`config.mk`:
```
export PLATFORM = sky130hd
export DESIGN_NAME = sri_sum
export DESIGN_NICKNAME = d
export VERILOG_FILES = /design/src/sv/sri_pkg.sv /design/src/sv/sri_sum.sv
export SDC_FILE = /design/constraint.sdc
export NUM_CORES = 1
export LEC_CHECK = 0
export ABC_AREA = 1
export BUFFER_PORTS_ARGS = -buffer_cell sky130_fd_sc_hd__clkbuf_2
export CORE_AREA = 5 5 262 264
export DETAILED_ROUTE_END_ITERATION = 12
export DIE_AREA = 0 0 267 269
export PLACE_DENSITY = 0.49
export SLEW_MARGIN = 25
export SYNTH_ARGS = -nofsm -noshare
export SYNTH_HDL_FRONTEND = slang
export SYNTH_SLANG_ARGS = --single-unit
```
`constraint.sdc`:
```
create_clock -name clk -period 1.4 [get_ports clk]
set_clock_uncertainty 0.1 [all_clocks]
set_input_delay 0.07 -clock clk [delete_from_list [all_inputs] [get_ports clk]]
set_output_delay 0.07 -clock clk [all_outputs]
set_load 0.01 [all_outputs]
```
`src/sv/sri_pkg.sv`:
```
package sri_pkg;

	localparam int COORD_BITS = 16;
	localparam int SIZE_BITS  = COORD_BITS - 1;
	// Differences of coordinates, including the far rectangle sides, fit in two extra bits.
	localparam int DIFF_BITS  = COORD_BITS + 2;
	localparam int PROD_BITS  = 2 * DIFF_BITS;

	// Bit positions of the per-edge flags in edge_hits.
	localparam int EDGE_LEFT   = 0;
	localparam int EDGE_RIGHT  = 1;
	localparam int EDGE_TOP    = 2;
	localparam int EDGE_BOTTOM = 3;

	typedef struct packed {
		logic signed [COORD_BITS-1:0] seg_start_x;
		logic signed [COORD_BITS-1:0] seg_start_y;
		logic signed [COORD_BITS-1:0] seg_end_x;
		logic signed [COORD_BITS-1:0] seg_end_y;
		logic signed [COORD_BITS-1:0] rect_left;
		logic signed [COORD_BITS-1:0] rect_top;
		logic        [SIZE_BITS-1:0]  rect_w;
		logic        [SIZE_BITS-1:0]  rect_h;
	} seg_t;

	typedef struct packed {
		logic       hit;
		logic [3:0] edge_hits;
	} res_t;

	typedef struct packed {
		logic signed [DIFF_BITS-1:0] dx;
		logic signed [DIFF_BITS-1:0] dy;
		logic signed [DIFF_BITS-1:0] ndy;
		logic signed [DIFF_BITS-1:0] lpx;
		logic signed [DIFF_BITS-1:0] rpx;
		logic signed [DIFF_BITS-1:0] dyt;
		logic signed [DIFF_BITS-1:0] dyb;
		logic signed [DIFF_BITS-1:0] w;
		logic signed [DIFF_BITS-1:0] h;
	} diff_t;

	typedef struct packed {
		logic signed [PROD_BITS-1:0] hdx;
		logic signed [PROD_BITS-1:0] hl;
		logic signed [PROD_BITS-1:0] hr;
		logic signed [PROD_BITS-1:0] wndy;
		logic signed [PROD_BITS-1:0] wt;
		logic signed [PROD_BITS-1:0] wb;
		logic signed [PROD_BITS-1:0] xt;
		logic signed [PROD_BITS-1:0] xb;
		logic signed [PROD_BITS-1:0] yl;
		logic signed [PROD_BITS-1:0] yr;
	} prod_t;

	typedef struct packed {
		logic signed [PROD_BITS-1:0] den_v;
		logic signed [PROD_BITS-1:0] den_h;
		logic signed [PROD_BITS-1:0] na_l;
		logic signed [PROD_BITS-1:0] na_r;
		logic signed [PROD_BITS-1:0] na_t;
		logic signed [PROD_BITS-1:0] na_b;
		logic signed [PROD_BITS-1:0] nb_lt;
		logic signed [PROD_BITS-1:0] nb_r;
		logic signed [PROD_BITS-1:0] nb_b;
	} sum_t;

endpackage

```
`src/sv/sri_sum.sv`:
```
module sri_sum import sri_pkg::*; (
	input  logic  clk,
	input  logic  arst_n,
	input  logic  en,
	input  logic  vld_s2,
	input  prod_t prod_s2,
	output logic  vld_s3,
	output sum_t  sum_s3
);

	sum_t s;

	// The left and top edges start at the same corner, so they share one numerator.
	always_comb begin
		s.den_v = prod_s2.hdx;
		s.den_h = prod_s2.wndy;
		s.na_l  = prod_s2.hl;
		s.na_r  = prod_s2.hr;
		s.na_t  = prod_s2.wt;
		s.na_b  = prod_s2.wb;
		s.nb_lt = prod_s2.xt + prod_s2.yl;
		s.nb_r  = prod_s2.xt + prod_s2.yr;
		s.nb_b  = prod_s2.xb + prod_s2.yl;
	end

	always_ff @(posedge clk or negedge arst_n) begin
		if (!arst_n) begin
			vld_s3 <= 1'b0;
		end else if (en) begin
			vld_s3 <= vld_s2;
		end
	end

	always_ff @(posedge clk) begin
		if (en) begin
			sum_s3 <= s;
		end
	end

endmodule

```
==> impl_metrics.tcl <==
set metrics [dict create \
    status "complete, but fails checks" \
    failed_checks "negative setup slack" \
    cts.clk_slew.worst_paths_ps 60 \
    grt_pass1_wl_mm 119 \
    max_freq_mhz 664 \
    detail-route-antenna-nets 0 \
    p_sw_mw 9.63 \
    antenna_found_initial 22 \
    wl_per_cell_um 21.4 \
    slew-limit-headroom_pct 70.7 \
    critPathMaxFanout 1 \
    port_buffers 688 \
    drive_above_1_share_pct 39.1 \
    initial_core_util_pct 25.9 \
    worst_pin_slew_ps 434 \
    setup_ws_ps -106 \
    final_area_um2 29300 \
    synthCells 1835 \
    period_share_pct 108 \
    crit_type "reg2out" \
    synth_nets 2307 \
    synth_seq_area_share_pct 56.7 \
    ys_types 21 \
    setup_viol 7 \
    cts_root_buffer "clkbuf_16" \
    powerDensity_nw_per_um2 1100 \
    worstPathCellList "clkbuf_2" \
    max-vdd-ir-drop_uv 788 \
    crit_arrival_ps 1340 \
    power.total_mw 32.2 \
    cap_violations 0 \
    synth-seq-cells 325 \
    fin_nets 3574 \
    ys_warn_count 0 \
    p_leak_nw 14.1 \
    crit_buf_inv 1 \
    clockBufferDepth 3 \
    area_growth_pct 70.2 \
    placed_cell_area_um2 24900 \
    slowest_stage "edfxtp_1" \
    combinationalPowerShare_pct 26.3 \
    place_inst 3660 \
    slowest_delay_ps 560 \
    synth.avg_cell_area_um2 9.37 \
    fillers 6504 \
    rows 95 \
    regArea_um2 9750 \
    grt_remaining_overflow 0 \
    synth_area_um2 17200 \
    totalWireLength_mm 86.0 \
    hpwl_mm 72.4 \
    drc_errors 0 \
    cts_sinks 325 \
    routabilityCongestion 0.902 \
    power.share.sequential_pct 38.4 \
    ios 689 \
    final_cells 4020 \
    multiInputGateArea_um2 7600 \
    swShare_pct 29.9 \
    cts_max_level 2 \
    slew_viol_final 0 \
    die_area_um2 71800 \
    hold_viol_final 0 \
    hold_ws_ps 25.3 \
    critical-path-top-delay-family "flip-flops" \
    vias 17500 \
    grt_pass1_vias 18700 \
    first_pass_iters 5 \
    cts_tree "built" \
    clock_latency_ps 580 \
    grt_use_total_pct 22.7 \
    die_h_um 269 \
    cp.required_ps 1230 \
    pwr-share-clk_pct 35.3 \
    routed_via_density 4.36 \
    design.core.area_um2 66300 \
    setup_tns_ps -292 \
    hp-class "in2reg" \
    crit_path_start_kind "flop" \
    period_minus_slack_ps 1510 \
    endpoint_kind "primary output" \
    rsz0062_at_grt "true" \
    grt_max_degree 62 \
    numCtsBuffers 41 \
    drt_iter0_markers 930 \
    chipWidth_um 267 \
    p_int_mw 22.6 \
]
[synthesized netlist by cell type (all sizes together)]
cell	instances	area [um2]
nand4	9	56.3
o21ai	54	270
o21bai	12	90.1
ha	105	1310
inv	285	1070
xnor2	6	52.6
and2	3	18.8
fa	3	60.1
dfrtp	1	25.0
nand2	606	2300
nor3	30	150
a21oi	102	510
mux2	1	11.3
edfxtp	324	9730
xor2	51	447
a31oi	3	18.8
nand3	81	470
nor2	159	602
[power groups by stage]
stage               sequential [mW]  combinational [mW]  clock (mW)
finish                         12.4                8.47        11.4
global placement               12.6                7.66           0
CTS                            12.4                8.51        11.7
global route                   12.5                9.22        12.0
detailed placement             12.6                7.69           0
floorplan                      13.0                2.79           0
[cells by family after synthesis]
logic type / count (synthesis) / share of synthesized area [%]
xor+xnor: 57 / 2.90
compound gates: 171 / 5.17
buf+inv: 285 / 6.22
fa+ha+maj: 108 / 7.99
mux: 1 / 0.0655
flops: 325 / 56.7
simple gates: 888 / 20.9
[worst paths after layout]
kind | start | end | slack [ps] | cells after the start
setup / recovery | sum_s3[300] | sum_s3[300] | -110 | 1
hold / removal | prod_s2[98] | sum_s3[26] | 30 | 5
setup reg to reg | vld_s3 | vld_s3 | 540 | 1
hold reg to reg | vld_s3 | vld_s3 | 430 | 1
max in group asynchronous | arst_n | vld_s3 | 770 | 3
min in group asynchronous | arst_n | vld_s3 | 300 | 3
[layer usage]
layer  GRT usage [%]  vias up  share of wire, %
li1                -     8598                 -
met1            23.9     8237                36
met2            43.7      545                53
met3            5.76      138               6.6
met4            7.74       16               4.0
met5               0        -              0.12
[cells in the final DEF (no fill, tap or decap), types with 46 or more instances in the layout]
master and instances:
nand2_2 61, o21ai_0 46, clkbuf_2 681, nor2_1 146, inv_1 284, dlygate4sd3_1 271
nand3_1 61, buf_4 254, xor2_1 51, ha_4 67, edfxtp_1 324, nand2_1 542
a21oi_1 64
[registers in the layout, summed over array words and instances, names as in the netlist]
name	flops
vld_s3	1
sum_s3	324
[metrics by stage]
stage / setup WS [ps] / util [%]
6_report: -106 / 44.1
5_1_grt: -143 / 44.1
4_1_cts: -189 / 43.8
3_5_place_dp: -630 / 37.6
3_3_place_gp: -630 / 37.6
2_1_floorplan: -204 / -
[cell type report]
| type | count | share of cell area, % |
|---|---|---|
| Antenna cell | 15 | 0.128 |
| Inverter | 285 | 3.65 |
| Clock inverter | 28 | 1.18 |
| Multi-Input combinational cell | 1225 | 26.0 |
| Timing Repair Buffer | 1224 | 28.4 |
| Clock buffer | 45 | 3.63 |
| Tap cell | 873 | 3.73 |
| Sequential cell | 325 | 33.3 |
[timing repair]
| action | CTS | global route |
|---|---|---|
| gates resized for setup | 3 | 63 |
| endpoints found under the setup margin | 13 | 41 |
| hold buffers | 272 | 2 |
| buffers inserted | 0 | 1 |
| pin swaps | 0 | 16 |
| hold endpoints to repair | 460 | 3 |
(Power assumes the default switching activity.)
