--- src/sv/sri_pkg.sv ---
package sri_pkg;

	localparam int COORD_BITS = 16;
	localparam int SIZE_BITS  = COORD_BITS - 1;
	// Differences of coordinates, including the far rectangle sides, fit in two extra bits.
	localparam int DIFF_BITS  = COORD_BITS + 2;
	localparam int PROD_BITS  = 2 * DIFF_BITS;

	// Bit positions of the per-edge flags in edge_hits.
	localparam int EDGE_LEFT   = 0;
	localparam int EDGE_RIGHT  = 1;
	localparam int EDGE_TOP    = 2;
	localparam int EDGE_BOTTOM = 3;

	typedef struct packed {
		logic signed [COORD_BITS-1:0] seg_start_x;
		logic signed [COORD_BITS-1:0] seg_start_y;
		logic signed [COORD_BITS-1:0] seg_end_x;
		logic signed [COORD_BITS-1:0] seg_end_y;
		logic signed [COORD_BITS-1:0] rect_left;
		logic signed [COORD_BITS-1:0] rect_top;
		logic        [SIZE_BITS-1:0]  rect_w;
		logic        [SIZE_BITS-1:0]  rect_h;
	} seg_t;

	typedef struct packed {
		logic       hit;
		logic [3:0] edge_hits;
	} res_t;

	typedef struct packed {
		logic signed [DIFF_BITS-1:0] dx;
		logic signed [DIFF_BITS-1:0] dy;
		logic signed [DIFF_BITS-1:0] ndy;
		logic signed [DIFF_BITS-1:0] lpx;
		logic signed [DIFF_BITS-1:0] rpx;
		logic signed [DIFF_BITS-1:0] dyt;
		logic signed [DIFF_BITS-1:0] dyb;
		logic signed [DIFF_BITS-1:0] w;
		logic signed [DIFF_BITS-1:0] h;
	} diff_t;

	typedef struct packed {
		logic signed [PROD_BITS-1:0] hdx;
		logic signed [PROD_BITS-1:0] hl;
		logic signed [PROD_BITS-1:0] hr;
		logic signed [PROD_BITS-1:0] wndy;
		logic signed [PROD_BITS-1:0] wt;
		logic signed [PROD_BITS-1:0] wb;
		logic signed [PROD_BITS-1:0] xt;
		logic signed [PROD_BITS-1:0] xb;
		logic signed [PROD_BITS-1:0] yl;
		logic signed [PROD_BITS-1:0] yr;
	} prod_t;

	typedef struct packed {
		logic signed [PROD_BITS-1:0] den_v;
		logic signed [PROD_BITS-1:0] den_h;
		logic signed [PROD_BITS-1:0] na_l;
		logic signed [PROD_BITS-1:0] na_r;
		logic signed [PROD_BITS-1:0] na_t;
		logic signed [PROD_BITS-1:0] na_b;
		logic signed [PROD_BITS-1:0] nb_lt;
		logic signed [PROD_BITS-1:0] nb_r;
		logic signed [PROD_BITS-1:0] nb_b;
	} sum_t;

endpackage

--- src/sv/sri_diff.sv ---
module sri_diff import sri_pkg::*; (
	input  logic  clk,
	input  logic  arst_n,
	input  logic  en,
	input  logic  vld,
	input  seg_t  seg,
	output logic  vld_s1,
	output diff_t diff_s1
);

	logic signed [DIFF_BITS-1:0] px, py, qx, qy, l, t, w, h;
	diff_t d;

	always_comb begin
		px = DIFF_BITS'(seg.seg_start_x);
		py = DIFF_BITS'(seg.seg_start_y);
		qx = DIFF_BITS'(seg.seg_end_x);
		qy = DIFF_BITS'(seg.seg_end_y);
		l  = DIFF_BITS'(seg.rect_left);
		t  = DIFF_BITS'(seg.rect_top);
		w  = DIFF_BITS'(seg.rect_w);
		h  = DIFF_BITS'(seg.rect_h);
		d.dx  = qx - px;
		d.dy  = qy - py;
		d.ndy = py - qy;
		d.lpx = l - px;
		d.rpx = l + w - px;
		d.dyt = py - t;
		d.dyb = py - t - h;
		d.w   = w;
		d.h   = h;
	end

	always_ff @(posedge clk or negedge arst_n) begin
		if (!arst_n) begin
			vld_s1 <= 1'b0;
		end else if (en) begin
			vld_s1 <= vld;
		end
	end

	always_ff @(posedge clk) begin
		if (en) begin
			diff_s1 <= d;
		end
	end

endmodule

--- config.mk ---
export PLATFORM = sky130hd
export DESIGN_NAME = sri_diff
export DESIGN_NICKNAME = d
export VERILOG_FILES = /design/src/sv/sri_pkg.sv /design/src/sv/sri_diff.sv
export SDC_FILE = /design/constraint.sdc
export NUM_CORES = 1
export LEC_CHECK = 0
export BUFFER_PORTS_ARGS = -buffer_cell sky130_fd_sc_hd__buf_4
export CORE_ASPECT_RATIO = 1.1
export CORE_MARGIN = 2
export CORE_UTILIZATION = 44
export DETAILED_ROUTE_END_ITERATION = 7
export HOLD_SLACK_MARGIN = 0.06
export PLACE_DENSITY = 0.69
export SYNTH_ARGS = -nofsm -noshare
export SYNTH_HDL_FRONTEND = slang
export SYNTH_SLANG_ARGS = --single-unit
export TNS_END_PERCENT = 10
--- constraint.sdc ---
create_clock -name clk -period 1.18 [get_ports clk]
set_input_delay 0.236 -clock clk [delete_from_list [all_inputs] [get_ports clk]]
set_output_delay 0.236 -clock clk [all_outputs]
set_load 0.03 [all_outputs]
==> results.tsv <==
metric	value	unit
status	finished, violations left	
violations	negative setup slack	
multi_input_area	5990	um2
cp-end-kind	register	
place_area	14800	um2
dr.pass1.iters	5	
rows	58	
async_flop_share	0.00662	
drv_cap	0	
coreArea	22900	um2
dpl.hpwl	22800	um
final_cell_area	17600	um2
clockBufferDepth	2	
grt_pass1_vias	9889	
p_leak	8.27	nW
fmax	0.329	GHz
period_minus_slack	3040	ps
yosysSeqAreaShare	0.444	
yosysWarnings	0	
fill_cells	1404	
layout.nets	1841	
power_density	1420	nW/um2
gp_congestion	0.903	
slowest_delay	370	ps
cp_data_required_time	1360	ps
report.final.hold_viol_count	0	
synth_area	10200	um2
cts_root_buf	clkbuf_16	
top_usage_layer	met2	
met1_usage	0.279	
synthAdderAreaFrac	0.178	
via_per_inst	5.02	
synthSimpleGateAreaFrac	0.0792	
cp.arrival	3220	ps
vdd_drop_max	1.06	mV
synth_compound_area_frac	0.140	
vias	9499	
io_pins	293	
die_h	164	um
drive_above_1_share	0.501	
cp-start-kind	primary input	
worstPathCellList	buf_12 > inv_12 > ha_4 > inv_2 > fa_2 > a21oi_2 > nor2b_2 > a31oi_2 > buf_4 > a21oi_4 > a21o_1 > a21oi_2 > xnor2_2 > ha_1 > a21o_1 > a21oi_2 > o21ai_1 > a21o_1 > buf_4 > xor2_1	
cts-htree-levels	4	
drv_slew	0	
fin_skew	0	ps
synthMuxAreaShare	0.00208	
start_util	0.447	
grt_usage	0.258	
use_met3	0.0628	
path_buf_inv	5	
cts_tree	done	
synth_top_family_by_area	adder cells	
reg2reg_depth	1	
critical_path_class	primary input to register	
critical_path.max_fanout	3	
finalSetupViolCount	259	
grt_max_degree	22	
drcViolationCount	0	
port_buffers	286	
die_area	24400	um2
antenna_left	0	
insertion_delay	430	ps
die_w	149	um
layout_setup_ws	-1860	ps
fin_crit_sh	2.58	
whs_path_depth	2	
clkTransAtPathRegs	60	ps
utilization	0.770	
syn-instance-count	967	
overflow	0	
hp-class	primary input to register	
drt_wl_total	32900	um
seqCellArea	4530	um2
crit_family	compound AO/OA/AOI/OAI gates	
avgSynthCellArea	10.6	um2
grt_setup_unrepaired	true	
grtUsageMet2	0.485	
syn2layout_area_growth	72.4	%
antenna_found_initial	1	
synth_xor_area_frac	0.0805	
synthFlopType	edfxtp_1	
synth_seq_cells	151	
grt_pass1_wl	48500	um
crit_cells	20	
drtIter0Drc	434	
clock_sinks	151	
cp_slowest_cell	fa_2	
synth_edf_count	150	
cts_buffers	17	
wl_per_cell	17.4	um
synthDistinctLibCells	53	
-- registers in the layout (all words and copies together), names as in the netlist --
name     count
diff_s1    150
vld_s1       1
-- synthesized netlist by cell type, drive strengths merged (3+ instances only) --
cell	number	area [um2]
edfxtp	150	4500
or3	3	18.8
clkbuf	9	33.8
nand2b	19	119
nor4	4	25.0
a21o	35	264
a21oi	64	332
fa	21	420
inv	170	638
nand3	9	45.0
xnor2	69	612
a211oi	10	80.1
nor2	58	218
buf	15	105
o31ai	3	22.5
nand2	34	128
ha	112	1400
o21a	16	120
a31oi	7	43.8
xor2	24	210
o41ai	5	58.8
nand4	5	31.3
nor3	9	45.0
nor2b	22	138
o21bai	8	60.1
o21ai	59	295
-- final cells by class --
type / count / area share
Antenna cell: 1 / 0.000142
Clock buffer: 19 / 0.0246
Clock inverter: 12 / 0.00732
Inverter: 170 / 0.0387
Multi-Input combinational cell: 627 / 0.340
Sequential cell: 151 / 0.257
Tap cell: 300 / 0.0213
Timing Repair Buffer: 611 / 0.310
-- power by group --
part           switching (W)  internal, W
Sequential          0.000484      0.00720
Combinational        0.00604      0.00584
Clock                0.00229      0.00310
-- worst paths after layout --
path	start	to	slack (ps)
setup / recovery	seg[94]	diff_s1[49]	-1860
hold / removal	seg[28]	diff_s1[31]	90
setup reg to reg	vld_s1	vld_s1	380
hold reg to reg	vld_s1	vld_s1	580
max in group asynchronous	arst_n	vld_s1	950
min in group asynchronous	arst_n	vld_s1	140
-- kinds of logic after synthesis --
| group | count (synthesis) |
|---|---|
| other cells | 1 |
| fa+ha+maj | 133 |
| buf+inv | 194 |
| mux | 2 |
| simple gates | 169 |
| flops | 151 |
| xor+xnor | 93 |
| compound gates | 224 |
-- placed cells by master (no fill, tap or decap), types with 8 or more instances in the layout --
master | netlist | routed
o21ai_2 | 0 | 14
nand2_1 | 34 | 32
a21oi_2 | 0 | 33
nor2b_2 | 0 | 10
edfxtp_1 | 150 | 150
fa_2 | 0 | 8
inv_1 | 170 | 156
fa_1 | 21 | 13
xnor2_1 | 68 | 58
clkbuf_16 | 0 | 17
xor2_1 | 24 | 19
ha_4 | 0 | 23
buf_4 | 12 | 392
o21a_1 | 16 | 15
buf_6 | 0 | 178
o21ai_0 | 59 | 27
a21o_1 | 34 | 34
nand2b_1 | 19 | 18
a21oi_1 | 63 | 28
o21ai_1 | 0 | 14
xnor2_2 | 1 | 11
buf_12 | 0 | 8
ha_1 | 112 | 87
nand3_1 | 9 | 8
nor2_1 | 58 | 49
dlygate4sd3_1 | 0 | 28
-- metal layers --
| layer | wire, um | vias up |
|---|---|---|
| li1 | - | 4540 |
| met1 | 12100 | 4514 |
| met2 | 17400 | 356 |
| met3 | 2250 | 89 |
| met4 | 1150 | 0 |
| met5 | 0 | - |
-- stage by stage --
step	total power [W]	setup slack, ps	instances	setup TNS [ps]	hold WS (ps)
final	0.0250	-1860	1891	-80380	92.5
after CTS	0.0242	-1910	1881	-77350	76.4
after global placement	0.0169	-2410	1799	-132610	11.5
after global routing	0.0261	-2000	1891	-93060	79.2
after floorplan	0.0129	-2070	972	-86360	-59.6
after detailed placement	0.0171	-2450	1799	-135190	15.5
-- repair_timing --
action	in CTS	in global routing
pin swaps	100	93
hold buffers	28	0
resized for setup	325	91
buffers inserted	25	16
endpoints found under the hold margin	28	0
endpoints found under the setup margin	260	258
(Power assumes the default switching activity.)
